===== src/hw/rtl/sql_tokenizer_defines.svh =====
// assertion macros for the sql tokenizer
`ifndef SQL_TOKENIZER_DEFINES_SVH
`define SQL_TOKENIZER_DEFINES_SVH
`ifndef SYNTHESIS
`define SQLT_ASSERT_IMP(label, clk, rst_n, ante, cons) \
    label: assert property (@(posedge clk) disable iff (!rst_n) (ante) |-> (cons)) \
        else $error("assertion failed");
`define SQLT_ASSERT_NXT(label, clk, rst_n, ante, cons) \
    label: assert property (@(posedge clk) disable iff (!rst_n) (ante) |=> (cons)) \
        else $error("assertion failed");
`else
`define SQLT_ASSERT_IMP(label, clk, rst_n, ante, cons)
`define SQLT_ASSERT_NXT(label, clk, rst_n, ante, cons)
`endif
`endif


===== src/hw/rtl/sqlt_pkg.sv =====
`timescale 1ns / 1ps
package sqlt_pkg;

    localparam logic [30:0] IntMax = 31'h7FFF_FFFF;

    typedef enum logic [3:0] {
        M_IDLE, M_DASH, M_COMMENT, M_LT, M_GT, M_BANG, M_STR, M_STRESC,
        M_INT, M_DOT, M_FRAC, M_IDENT, M_IDDOT, M_IDSEG
    } scan_mode_t;

    localparam logic [4:0] K_PLUS = 5'd0, K_MINUS = 5'd1, K_STAR = 5'd2,
        K_SLASH = 5'd3, K_EQ = 5'd4, K_NE2 = 5'd5, K_NE = 5'd6, K_LT = 5'd7,
        K_GT = 5'd8, K_LE = 5'd9, K_GE = 5'd10, K_LPAR = 5'd11,
        K_RPAR = 5'd12, K_COMMA = 5'd13, K_SEMI = 5'd14, K_STRING = 5'd15,
        K_INT = 5'd16, K_REAL = 5'd17, K_IDENT = 5'd18, K_KEYWORD = 5'd19,
        K_END = 5'd20;

    localparam logic [2:0] E_NONE = 3'd0, E_UNTERM = 3'd1, E_NUMBER = 3'd2,
        E_CHAR = 3'd3, E_SAT = 3'd4;

    typedef struct packed {
        logic [4:0]  kind;
        logic [4:0]  kw;
        logic [15:0] start;
        logic [15:0] len;
        logic [30:0] ival;
        logic [2:0]  err;
    } token_t;

    // per-item result group from scanner to output queue
    typedef struct packed {
        logic [1:0] count;
        token_t     t0;
        token_t     t1;
        token_t     t2;
    } burst_t;

    function automatic logic [47:0] kw_word(input logic [4:0] id);
        logic [47:0] w;
        w = '0;
        unique case (id)
            5'd1:  w = {"tceles"};
            5'd2:  w = {32'd0, "sa"};
            5'd3:  w = {16'd0, "morf"};
            5'd4:  w = {16'd0, "nioj"};
            5'd5:  w = {32'd0, "no"};
            5'd6:  w = {8'd0, "erehw"};
            5'd7:  w = {16'd0, "eurt"};
            5'd8:  w = {8'd0, "eslaf"};
            5'd9:  w = {8'd0, "puorg"};
            5'd10: w = {32'd0, "yb"};
            5'd11: w = {8'd0, "redro"};
            5'd12: w = {24'd0, "csa"};
            5'd13: w = {16'd0, "csed"};
            5'd14: w = {32'd0, "ni"};
            5'd15: w = {"tesffo"};
            5'd16: w = {8'd0, "timil"};
            5'd17: w = {24'd0, "dna"};
            5'd18: w = {32'd0, "ro"};
            5'd19: w = {24'd0, "ton"};
            5'd20: w = {16'd0, "ekil"};
            5'd21: w = {32'd0, "si"};
            5'd22: w = {16'd0, "llun"};
            5'd23: w = {16'd0, "htiw"};
            default: w = '0;
        endcase
        return w;
    endfunction

    function automatic logic [2:0] kw_len(input logic [4:0] id);
        logic [2:0] n;
        unique case (id)
            5'd2, 5'd5, 5'd10, 5'd14, 5'd18, 5'd21: n = 3'd2;
            5'd12, 5'd17, 5'd19: n = 3'd3;
            5'd3, 5'd4, 5'd7, 5'd13, 5'd20, 5'd22, 5'd23: n = 3'd4;
            5'd6, 5'd8, 5'd9, 5'd11, 5'd16: n = 3'd5;
            5'd1, 5'd15: n = 3'd6;
            default: n = 3'd7;
        endcase
        return n;
    endfunction

endpackage


===== src/hw/rtl/sqlt_scan.sv =====
`timescale 1ns / 1ps
module sqlt_scan import sqlt_pkg::*; (
    input  logic       clk,
    input  logic       rst_n,
    input  logic       step,
    input  logic [7:0] char_code,
    input  logic       end_of_text,
    output burst_t     burst
);
    `include "sql_tokenizer_defines.svh"

    scan_mode_t  mode_reg, mode_next;
    logic        quote_reg, quote_next;
    logic [15:0] pos_reg, pos_next;
    logic [15:0] tstart_reg, tstart_next;
    logic [30:0] acc_reg, acc_next;
    logic        sat_reg, sat_next;
    logic [47:0] kbuf_reg, kbuf_next;
    logic [2:0]  klen_reg, klen_next;
    logic        kimp_reg, kimp_next;

    logic [4:0]  kw_id;
    logic [34:0] acc_x10;
    logic [35:0] acc_sum;
    logic        c_dig, c_alpha, c_idch, c_space;
    logic [7:0]  c_low;
    logic        rescan;
    token_t      tk [3];
    logic [1:0]  cnt;

    assign c_dig   = char_code >= "0" && char_code <= "9";
    assign c_alpha = (char_code >= "a" && char_code <= "z") ||
                     (char_code >= "A" && char_code <= "Z");
    assign c_idch  = c_dig || c_alpha || char_code == "_";
    assign c_space = char_code == " " || char_code == 8'h09 || char_code == 8'h0A ||
                     char_code == 8'h0D || char_code == 8'h0C;
    assign c_low   = (char_code >= "A" && char_code <= "Z") ? char_code + 8'd32 : char_code;
    assign acc_x10 = {1'b0, acc_reg, 3'b0} + {3'b0, acc_reg, 1'b0};
    assign acc_sum = {1'b0, acc_x10} + {28'd0, char_code - 8'd48};

    // keyword match against the buffered lower-case text
    always_comb
    begin
        kw_id = '0;
        for (int k = 1; k <= 23; k++)
        begin
            if (!kimp_reg && kw_len(5'(k)) == klen_reg && kw_word(5'(k)) == kbuf_reg)
                kw_id = 5'(k);
        end
    end

    function automatic token_t mk(input logic [4:0] kind, input logic [15:0] start,
                                  input logic [15:0] len, input logic [2:0] err);
        token_t t;
        t = '0;
        t.kind = kind;
        t.start = start;
        t.len = len;
        t.err = err;
        return t;
    endfunction

    always_comb
    begin
        token_t pend;
        logic   have;
        logic [15:0] sp;
        pend = '0;
        have = 1'b0;
        rescan = 1'b0;
        sp = pos_reg - tstart_reg;
        mode_next = mode_reg;
        quote_next = quote_reg;
        tstart_next = tstart_reg;
        acc_next = acc_reg;
        sat_next = sat_reg;
        kbuf_next = kbuf_reg;
        klen_next = klen_reg;
        kimp_next = kimp_reg;
        pos_next = pos_reg + 16'd1;
        for (int i = 0; i < 3; i++) tk[i] = '0;
        cnt = '0;

        // first pass: the pending token, or a flush at end of text
        unique case (mode_reg)
            M_DASH:  begin have = 1'b1; pend = mk(K_MINUS, tstart_reg, 16'd1, E_NONE); end
            M_LT:    begin have = 1'b1; pend = mk(K_LT, tstart_reg, 16'd1, E_NONE); end
            M_GT:    begin have = 1'b1; pend = mk(K_GT, tstart_reg, 16'd1, E_NONE); end
            M_BANG:  begin have = 1'b1; pend = mk(K_PLUS, tstart_reg, 16'd1, E_CHAR); end
            M_STR, M_STRESC:
                     begin have = 1'b1; pend = mk(K_STRING, tstart_reg, sp, E_UNTERM); end
            M_INT:   begin
                have = 1'b1;
                pend = mk(K_INT, tstart_reg, sp, sat_reg ? E_SAT : E_NONE);
                pend.ival = acc_reg;
            end
            M_DOT:   begin have = 1'b1; pend = mk(K_REAL, tstart_reg, sp, E_NUMBER); end
            M_FRAC:  begin have = 1'b1; pend = mk(K_REAL, tstart_reg, sp, E_NONE); end
            M_IDENT, M_IDDOT, M_IDSEG:
                begin
                    have = 1'b1;
                    pend = mk(kw_id != 5'd0 ? K_KEYWORD : K_IDENT, tstart_reg, sp, E_NONE);
                    pend.kw = kw_id;
                end
            default: have = 1'b0;
        endcase

        if (end_of_text)
        begin
            if (have)
            begin
                tk[0] = pend;
                tk[1] = mk(K_END, pos_reg, 16'd0, E_NONE);
                cnt = 2'd2;
            end
            else
            begin
                tk[0] = mk(K_END, pos_reg, 16'd0, E_NONE);
                cnt = 2'd1;
            end
            mode_next = M_IDLE; quote_next = 1'b0; pos_next = '0; tstart_next = '0;
            acc_next = '0; sat_next = 1'b0; kbuf_next = '0; klen_next = '0; kimp_next = 1'b0;
        end
        else
        begin
            unique case (mode_reg)
                M_IDLE:    rescan = 1'b1;
                M_DASH:
                    if (char_code == "-") mode_next = M_COMMENT;
                    else rescan = 1'b1;
                M_COMMENT: if (char_code == 8'h0A) mode_next = M_IDLE;
                M_LT:
                    if (char_code == "=")
                    begin tk[0] = mk(K_LE, tstart_reg, 16'd2, E_NONE); cnt = 2'd1; mode_next = M_IDLE; end
                    else if (char_code == ">")
                    begin tk[0] = mk(K_NE2, tstart_reg, 16'd2, E_NONE); cnt = 2'd1; mode_next = M_IDLE; end
                    else rescan = 1'b1;
                M_GT:
                    if (char_code == "=")
                    begin tk[0] = mk(K_GE, tstart_reg, 16'd2, E_NONE); cnt = 2'd1; mode_next = M_IDLE; end
                    else rescan = 1'b1;
                M_BANG:
                    if (char_code == "=")
                    begin tk[0] = mk(K_NE, tstart_reg, 16'd2, E_NONE); cnt = 2'd1; mode_next = M_IDLE; end
                    else rescan = 1'b1;
                M_STR:
                    if (char_code == "\\") mode_next = M_STRESC;
                    else if (char_code == (quote_reg ? 8'h22 : 8'h27))
                    begin
                        tk[0] = mk(K_STRING, tstart_reg, sp, E_NONE);
                        cnt = 2'd1;
                        mode_next = M_IDLE;
                    end
                M_STRESC: mode_next = M_STR;
                M_INT:
                    if (c_dig)
                    begin
                        if (acc_sum > {5'd0, IntMax})
                        begin acc_next = IntMax; sat_next = 1'b1; end
                        else acc_next = acc_sum[30:0];
                    end
                    else if (char_code == ".") mode_next = M_DOT;
                    else rescan = 1'b1;
                M_DOT:
                    if (c_dig) mode_next = M_FRAC;
                    else rescan = 1'b1;
                M_FRAC:    if (!c_dig) rescan = 1'b1;
                M_IDENT:
                    if (c_idch)
                    begin
                        if (klen_reg >= 3'd6) kimp_next = 1'b1;
                        else
                        begin
                            kbuf_next = kbuf_reg | (48'(c_low) << {klen_reg, 3'b0});
                            klen_next = klen_reg + 3'd1;
                        end
                    end
                    else if (char_code == ".")
                    begin kimp_next = 1'b1; mode_next = M_IDDOT; end
                    else rescan = 1'b1;
                M_IDDOT:
                    if (char_code == "*")
                    begin
                        tk[0] = pend;
                        tk[0].len = sp + 16'd1;
                        cnt = 2'd1;
                        mode_next = M_IDLE;
                    end
                    else if (c_idch) mode_next = M_IDSEG;
                    else rescan = 1'b1;
                M_IDSEG:   if (!c_idch) rescan = 1'b1;
                default:   rescan = 1'b1;
            endcase

            // scan from idle, after emitting the pending token if any
            if (rescan)
            begin
                logic [1:0] n;
                n = 2'd0;
                if (mode_reg != M_IDLE && have)
                begin
                    tk[0] = pend;
                    n = 2'd1;
                end
                mode_next = M_IDLE;
                if (!c_space)
                begin
                    tstart_next = pos_reg;
                    unique case (1'b1)
                        char_code == "-": mode_next = M_DASH;
                        char_code == "<": mode_next = M_LT;
                        char_code == ">": mode_next = M_GT;
                        char_code == "!": mode_next = M_BANG;
                        char_code == 8'h27 || char_code == 8'h22:
                        begin
                            quote_next = char_code == 8'h22;
                            tstart_next = pos_reg + 16'd1;
                            mode_next = M_STR;
                        end
                        c_dig:
                        begin
                            acc_next = {23'd0, char_code - 8'd48};
                            sat_next = 1'b0;
                            mode_next = M_INT;
                        end
                        c_alpha:
                        begin
                            kbuf_next = {40'd0, c_low};
                            klen_next = 3'd1;
                            kimp_next = 1'b0;
                            mode_next = M_IDENT;
                        end
                        default:
                        begin
                            token_t s;
                            s = mk(K_PLUS, pos_reg, 16'd1, E_CHAR);
                            priority case (char_code)
                                "+": s.err = E_NONE;
                                "*": begin s.kind = K_STAR;  s.err = E_NONE; end
                                "/": begin s.kind = K_SLASH; s.err = E_NONE; end
                                "=": begin s.kind = K_EQ;    s.err = E_NONE; end
                                "(": begin s.kind = K_LPAR;  s.err = E_NONE; end
                                ")": begin s.kind = K_RPAR;  s.err = E_NONE; end
                                ",": begin s.kind = K_COMMA; s.err = E_NONE; end
                                ";": begin s.kind = K_SEMI;  s.err = E_NONE; end
                                default: s.err = E_CHAR;
                            endcase
                            tk[n] = s;
                            n = n + 2'd1;
                        end
                    endcase
                end
                cnt = n;
            end
        end
    end

    always_ff @(posedge clk or negedge rst_n)
    begin
        if (!rst_n)
        begin
            mode_reg <= M_IDLE; quote_reg <= 1'b0; pos_reg <= '0; tstart_reg <= '0;
            acc_reg <= '0; sat_reg <= 1'b0; kbuf_reg <= '0; klen_reg <= '0; kimp_reg <= 1'b0;
        end
        else if (step)
        begin
            mode_reg <= mode_next; quote_reg <= quote_next; pos_reg <= pos_next;
            tstart_reg <= tstart_next; acc_reg <= acc_next; sat_reg <= sat_next;
            kbuf_reg <= kbuf_next; klen_reg <= klen_next; kimp_reg <= kimp_next;
        end
    end

    assign burst.count = cnt;
    assign burst.t0 = tk[0];
    assign burst.t1 = tk[1];
    assign burst.t2 = tk[2];

    `SQLT_ASSERT_NXT(a_eot_clears, clk, rst_n, step && end_of_text, pos_reg == 16'd0 && mode_reg == M_IDLE)
    `SQLT_ASSERT_IMP(a_eot_count, clk, rst_n, end_of_text, cnt != 2'd0)
    `SQLT_ASSERT_IMP(a_klen_max, clk, rst_n, 1'b1, klen_reg <= 3'd6)
endmodule


===== src/hw/rtl/sqlt_outq.sv =====
`timescale 1ns / 1ps
module sqlt_outq import sqlt_pkg::*; (
    input  logic        clk,
    input  logic        rst_n,
    input  logic        wr,
    input  burst_t      burst,
    output logic        room,
    output logic        out_valid,
    input  logic        out_stall,
    output token_t      out_tok,
    output logic        out_last
);
    `include "sql_tokenizer_defines.svh"

    // 4-entry circular queue, up to two tokens per item and last marks
    token_t      q_reg [4];
    logic [3:0]  lst_reg;
    logic [1:0]  rd_reg, wr_reg;
    logic [2:0]  fill_reg, fill_next;
    logic        pop;
    logic [1:0]  nin;

    assign pop = out_valid && !out_stall;
    assign nin = wr ? burst.count : 2'd0;
    assign room = fill_reg <= 3'd2;
    assign out_valid = fill_reg != 3'd0;
    assign out_tok = q_reg[rd_reg];
    assign out_last = lst_reg[rd_reg];
    assign fill_next = fill_reg + {1'b0, nin} - {2'b0, pop};

    always_ff @(posedge clk)
    begin
        if (nin != 2'd0)
        begin
            q_reg[wr_reg] <= burst.t0;
            if (nin >= 2'd2) q_reg[wr_reg + 2'd1] <= burst.t1;
            if (nin == 2'd3) q_reg[wr_reg + 2'd2] <= burst.t2;
        end
    end

    always_ff @(posedge clk or negedge rst_n)
    begin
        if (!rst_n)
        begin
            rd_reg <= '0; wr_reg <= '0; fill_reg <= '0; lst_reg <= '0;
        end
        else
        begin
            if (nin != 2'd0)
            begin
                lst_reg[wr_reg] <= nin == 2'd1;
                if (nin >= 2'd2) lst_reg[wr_reg + 2'd1] <= nin == 2'd2;
                if (nin == 2'd3) lst_reg[wr_reg + 2'd2] <= 1'b1;
            end
            wr_reg <= wr_reg + nin;
            rd_reg <= rd_reg + {1'b0, pop};
            fill_reg <= fill_next;
        end
    end

    `SQLT_ASSERT_IMP(a_no_overflow, clk, rst_n, 1'b1, fill_reg <= 3'd4)
    `SQLT_ASSERT_IMP(a_room_ok, clk, rst_n, wr, room)
    `SQLT_ASSERT_IMP(a_valid_fill, clk, rst_n, out_valid, fill_reg != 3'd0)
endmodule


===== src/hw/rtl/sql_tokenizer.sv =====
`timescale 1ns / 1ps
// channel | direction | handshake           | payload
// input   | in        | in_valid / in_stall | char_code, end_of_text
// output  | out       | out_valid/out_stall | token fields, last_of_run
//
// one byte is accepted per cycle while the output queue has room for two tokens
// an item causes at most two tokens; they are written into the output queue when the item is accepted
// the output queue drains one token per cycle while out_stall is low, so double results briefly stall
// reset (rst_n, async) returns the scanner to offset 0 and empties the queue
// in_stall rises whenever the queue holds more than two tokens
module sql_tokenizer import sqlt_pkg::*; (
    input  logic        clk,
    input  logic        rst_n,
    input  logic        in_valid,
    output logic        in_stall,
    input  logic [7:0]  char_code,
    input  logic        end_of_text,
    output logic        out_valid,
    input  logic        out_stall,
    output logic [4:0]  token_kind,
    output logic [4:0]  keyword_id,
    output logic [15:0] start_offset,
    output logic [15:0] token_length,
    output logic [30:0] integer_value,
    output logic [2:0]  error_code,
    output logic        last_of_run
);
    burst_t burst;
    token_t tok;
    logic   room, step;

    // accept only with space for a full burst
    assign in_stall = !room;
    assign step = in_valid && room;

    sqlt_scan u_scan (
        .clk(clk), .rst_n(rst_n), .step(step),
        .char_code(char_code), .end_of_text(end_of_text), .burst(burst)
    );

    sqlt_outq u_outq (
        .clk(clk), .rst_n(rst_n), .wr(step), .burst(burst), .room(room),
        .out_valid(out_valid), .out_stall(out_stall), .out_tok(tok), .out_last(last_of_run)
    );

    assign token_kind = tok.kind;
    assign keyword_id = tok.kw;
    assign start_offset = tok.start;
    assign token_length = tok.len;
    assign integer_value = tok.ival;
    assign error_code = tok.err;
endmodule

===== config.mk =====
export PLATFORM = sky130hd
export DESIGN_NAME = sql_tokenizer
export DESIGN_NICKNAME = d
export VERILOG_FILES = /design/src/hw/rtl/sqlt_pkg.sv /design/src/hw/rtl/sqlt_scan.sv /design/src/hw/rtl/sqlt_outq.sv /design/src/hw/rtl/sql_tokenizer.sv
export VERILOG_INCLUDE_DIRS = /design/src /design/src/hw/rtl
export SDC_FILE = /design/constraint.sdc
export NUM_CORES = 1
export LEC_CHECK = 0
export BUFFER_PORTS_ARGS = -buffer_cell sky130_fd_sc_hd__buf_2
export CORE_MARGIN = 3
export CORE_UTILIZATION = 64
export CTS_BUF_LIST = sky130_fd_sc_hd__clkbuf_4 sky130_fd_sc_hd__clkbuf_8 sky130_fd_sc_hd__clkbuf_16
export DETAILED_ROUTE_END_ITERATION = 8
export GPL_TIMING_DRIVEN = 1
export HOLD_SLACK_MARGIN = 0.12
export PLACE_DENSITY = 0.8
export SYNTH_ARGS = -nofsm -noshare
export SYNTH_HDL_FRONTEND = slang
export SYNTH_HIERARCHICAL = 1
export SYNTH_SLANG_ARGS = --single-unit

===== constraint.sdc =====
create_clock -name clk -period 10.9 [get_ports clk]
set_clock_uncertainty 0.15 [all_clocks]
set_input_delay 1.635 -clock clk [delete_from_list [all_inputs] [get_ports clk]]
set_output_delay 1.635 -clock clk [all_outputs]
set_load 0.01 [all_outputs]

# [After elaboration in Yosys (flattened, before gate mapping)]
# Memory sizes are Yosys's and may differ from the RTL's.
# Index checks and enable logic that the tools add are counted.
[word_totals] reg_bits=132 mem_bits_rw=304 in_bits=13 out_inout_bits=79 elab_cells=375 memories=1
[classes] n_addsub=15 n_lt_le_gt_ge=19 n_eq_ne=79 shifts=1 mux=176 n_bitwise=3 n_reduce_logical=68
[memory_table] memory="u_outq.q_reg" depth=4 width=76 read_ports=1 rd_clocked_by_memory_dff=0 wr=2 line="sqlt_outq.sv:16" source="token_t q_reg [4];"
[ops] operator="76-bit two-way mux" n=11
[ops] operator="228-bit two-way mux" n=3
[ops] operator="76-bit one-hot mux with 9 select lines" n=1
[ops] operator="76-bit one-hot mux with 5 select lines" n=1
[ops] operator="31-bit by 48-bit equality test with 1-bit output (first input constant)" n=7
[ops] operator="48-bit two-way mux" n=7
[ops] operator="15-bit by 48-bit equality test with 1-bit output (first input constant)" n=6
[ops] operator="39-bit by 48-bit equality test with 1-bit output (first input constant)" n=5
[ops] operator="228-bit bitwise mux" n=1
[ops] operator="31-bit two-way mux" n=7
[ops] operator="76-bit demux with 2-bit select" n=1
[ops] operator="152-bit two-way mux" n=1
[ops] operator="75-bit two-way mux" n=2
[ops] operator="74-bit two-way mux" n=2
[ops] operator="23-bit by 48-bit equality test with 1-bit output (first input constant)" n=3
[ops] operator="5-bit two-way mux" n=26
[ops] operator="8-bit by 6-bit equality test with 1-bit output (second input constant)" n=16
[ops] operator="47-bit by 48-bit equality test with 1-bit output (first input constant)" n=2
[ops] operator="16-bit two-way mux" n=5
[ops] operator="4-bit two-way mux" n=20
[ops] operator="76-bit OR reduction" n=1
[ops] operator="4-bit one-hot mux with 7 select lines" n=2
[ops] operator="1-bit two-way mux" n=51
[ops] operator="48-bit OR" n=1
[ops] operator="other kinds (68)" n=179

# [Depth between registers and ports, before layout]
[depth] ltp_word=40 ltp_mapped=23 mapped_depth_nobuf=19

# [Modules after synthesis]
# The synthesis kept the hierarchy.
[by_module_without_submodules] module="sqlt_outq" instances=1 cells_per_inst=1158 area_per_inst_um2=18861.8 seq_area_each_um2=9404.0
[by_module_without_submodules] module="sqlt_scan" instances=1 cells_per_inst=1669 area_per_inst_um2=12897.4 seq_area_each_um2=3027.9
[by_module_without_submodules] module="sql_tokenizer" instances=1 cells_per_inst=2 area_per_inst_um2=10.0 seq_area_each_um2=0.0

# [Least setup slack after synthesis]
# No wires, ideal clock.
[synth_timing] kind="input to register" startpoint="in char_code[4]" endpoint="mem u_outq/q_reg[0][0] (netlist bit), enable pin" setup_time_ns=0.624 arrival_time_ns=9.950 t_required_ns=10.126 slack_ns=0.176 cell_stages=17 n_path_buf=5 path_cell_list="clkbuf_1 -> inv_1 -> ha_1 -> or3b_1 -> buf_2 -> nor3_2 -> o22ai_1 -> nand3b_1 -> o211ai_1 -> and2_1 -> buf_2 -> and3_1 -> or2_2 -> buf_2 -> buf_1 -> o21ai_0 -> a211oi_1"
[synth_lines] element="start: declaration" line="sql_tokenizer.sv:16" source="input logic [7:0] char_code,"
[synth_lines] element="end: declaration" line="sqlt_outq.sv:16"

==> summary.md <==
• in -> reg — Critical Setup Path Class
• input port — Worst Setup Start Kind
• 229 um — vertical die dimension
• sky130_fd_sc_hd__clkbuf_16 — Clock Root Buffer
• 0.325 — GR Util All Layers
• sky130_fd_sc_hd__nor2_1 — most repeated library cell on the critical path
• 148 MHz — highest attainable clock frequency
• 0 — buffers inserted by post-CTS timing repair
• 229 um — die width
• 304 — number of enable flip-flop cells after synthesis
• 0.82 ns — largest incremental delay on the critical path
• 4.16 ns — worst path setup slack after routing
• 24.4 um — wire per inst
• 0 — number of maximum-capacitance violations
• sky130_fd_sc_hd__buf_4 — Critical-path top delay cell
• 10.97 ns — Worst Path Required
• 23200 — count of vias placed by the detailed router
• 3542 — number of non-filler instances in the completed layout
• 0.619 — Final Cycle Share
• 0 — global route total overflow
• 0.344 ns — worst hold slack across all endpoints
• 0 — Final Slew Violations
• 6 — number of search-and-repair iterations in the first detailed-routing pass
• 436 — flop and latch count out of synthesis
• 0 — Final Hold Viols
• met2 — most crowded layer after global routing
• 3.66 ns — pre-CTS setup slack
• 52300 sq um — Die Footprint
• 56900 um — detailed placer's ending HPWL
• 3453 — Cell Count Post-Placement
• 0.214 — worst slew slack as a fraction of its limit
• 135000 um — global-route wire length before repair
• 0 ns — Final TNS setup
• 0 — remaining design rule violation count
• 0.60 ns — insertion delay to the later sink of the worst-skew pair
• yes — clock tree from TritonCTS
• 0.406 — met1 Use GR
• 97 — Distinct cells, synth
• 304 — number of flip-flops in the largest register
• 0 — antenna diode count
• 24000 — number of global-route vias before repair
• 6 — total number of yosys warnings
• 81 — Rows
• 2164 — Iteration-0 DRC Markers
• reg -> reg — Worst Hold Class
• 91 — Port-buffer cells
• 1 — initial antenna violation count
• simple AND/OR/NAND/NOR gates — family with the most delay on the worst path
• 6.74 ns — Period minus WS final
• 50 — Max Fanout on Critical Path
• sky130_fd_sc_hd__edfxtp_1 — most instantiated flip-flop cell in the synthesis netlist
• 5.02 ns — worst reg-to-reg setup slack
• 3 — clock tree buffer depth
• 0.332 — fraction of layout cells with a size suffix above 1
• 6.81 ns — worst endpoint data arrival time
• false — unrepaired setup endpoints after global routing
• 0 — # setup viols final
• 0.06 ns — clock slew at reported path FFs
• 0 — post-route antenna net violation count
• 0.649 — initial core utilization
• 2 — number of buffer and inverter instances along the worst setup path
• 0 — number of cells upsized or downsized after cts
• 0 — CTS Hold Buffers Added
• 86300 um — Total Wirelength
• 436 — Num Clock Sinks
• flop — nature of the critical path endpoint
• 0.564 — GR Util met2
• 1.18 ns — slew at the pin with the worst max-slew slack
• 48 — number of buffers inserted during clock tree synthesis
• 0.923 — last weighted congestion value of the routability-driven placer
• 6.65% — layout-stage area growth over the synthesis result
• buf_2 -> ha_1 -> or3b_1 -> nor2_2 -> a221oi_1 -> a221oi_2 -> o211a_1 -> a211oi_1 -> a21oi_1 -> nor2_1 -> nor2_1 -> nand3_1 -> o21a_1 -> nor2_4 -> buf_4 — critical path, cell by cell
• completed — status
• 2829 — Mapped Cells
• 76 — pin count of the biggest net entering global routing
• 2 — H-tree Lvls
• 6.56 — post-DR vias/cell
• 2951 — number of nets at the end of the flow
• 49000 sq um — Placeable Area
• 0.391 — register area share after synthesis
• 0.303 — Async SR Flop Fraction
• 31800 sq um — Post-Syn Area
• 251 nW/um^2 — Pwr Density
• 14.0 nW — Static Leak
• 11.2 sq um — Avg Inst Size Synth
• 0.0449 — Global Route met3 Usage
• 0.000151 V — Max IR drop VDD
• 92 — number of top-level pins
==> kinds of logic after synthesis <==
group | share of synthesized area
compound gates | 0.0910
xor+xnor | 0.0206
fa+ha+maj | 0.0409
buf+inv | 0.0651
flops | 0.391
mux | 0.277
other cells | 0.000118
simple gates | 0.114
==> cell type report <==
class,instances,area [sq um]
inverter,89,334
sequential,436,12400
clock buffer,64,1360
tap,664,831
clock inverter,25,327
multi-input combinational,2134,17800
timing repair buffer,130,754
fill,3528,15100
==> worst paths after layout <==
path / to / cells after the start / from
setup / recovery: u_outq/q_reg[1][35] / 15 / char_code[4]
hold / removal: u_scan/kbuf_reg[41] / 2 / u_scan/kbuf_reg[41]
setup reg to reg: u_outq/q_reg[1][35] / 12 / u_scan/mode_reg[1]
hold reg to reg: u_scan/kbuf_reg[41] / 2 / u_scan/kbuf_reg[41]
max in group asynchronous: u_scan/kbuf_reg[0] / 2 / rst_n
min in group asynchronous: u_scan/acc_reg[14] / 1 / rst_n
==> metal layers <==
| metal | part of all wire | routed length (um) | vias to the layer above |
|---|---|---|---|
| li1 | - | - | 10400 |
| met3 | 0.062 | 5310 | 229 |
| met2 | 0.50 | 43000 | 967 |
| met1 | 0.39 | 33900 | 11600 |
| met5 | 0 | 0 | - |
| met4 | 0.048 | 4100 | 0 |
==> metrics by stage <==
| stage | instance area, sq um | power (mW) | util |
|---|---|---|---|
| after detailed placement | 32200 | 6.69 | 0.658 |
| after floorplan | 32200 | 5.60 | - |
| after global placement | 32200 | 6.53 | 0.658 |
| final | 33900 | 8.49 | 0.692 |
| after global routing | 33900 | 8.91 | 0.692 |
| after CTS | 33900 | 8.48 | 0.692 |
==> synth_stat cells, types with 45 or more instances <==
cell / number / area, sq um
sky130_fd_sc_hd__nor3_1: 56 / 280
sky130_fd_sc_hd__xnor2_1: 54 / 473
sky130_fd_sc_hd__o21ai_0: 85 / 425
sky130_fd_sc_hd__inv_1: 88 / 330
sky130_fd_sc_hd__buf_4: 133 / 998
sky130_fd_sc_hd__nor2_1: 171 / 642
sky130_fd_sc_hd__edfxtp_1: 304 / 9130
sky130_fd_sc_hd__and2_1: 45 / 282
sky130_fd_sc_hd__nand3_1: 56 / 280
sky130_fd_sc_hd__ha_1: 91 / 1140
sky130_fd_sc_hd__nand2_1: 141 / 529
sky130_fd_sc_hd__clkbuf_1: 56 / 210
sky130_fd_sc_hd__buf_2: 72 / 360
sky130_fd_sc_hd__dfrtp_1: 132 / 3300
sky130_fd_sc_hd__mux2_2: 613 / 6900
sky130_fd_sc_hd__mux4_2: 77 / 1730
sky130_fd_sc_hd__a21oi_1: 127 / 636
==> power breakdown <==
group	switching [mW]	internal (mW)	leakage, nW
Clock	0.688	1.07	0.837
Sequential	0.271	2.33	4.57
Combinational	2.30	1.84	8.58
==> cells in the final DEF, fill, tap and decap left out, drive strengths merged, types with 15 or more instances in the layout <==
cell type / instances
nand3: 56
and3: 25
dfrtp: 132
nor2b: 17
nor2: 174
o31ai: 22
clkbuf: 64
a21oi: 128
nor4: 32
buf: 130
xor2: 19
mux2: 614
edfxtp: 304
xnor2: 55
ha: 91
and2: 45
clkinv: 15
o21ai: 102
conb: 128
nor3: 57
nand2: 141
nand4: 17
mux4: 77
a211oi: 19
mux2i: 15
a22o: 26
a21o: 18
o22ai: 35
inv: 90
nand2b: 18
==> tightest hold or removal path, delay by kind of cell (launching register included) <==
family,cells,cell delay [ns]
DFF,1,0.34
and+or+nand+nor,1,0.08
AOI/OAI and AO/OA,1,0.04
Power figures use the tool's default switching activity.
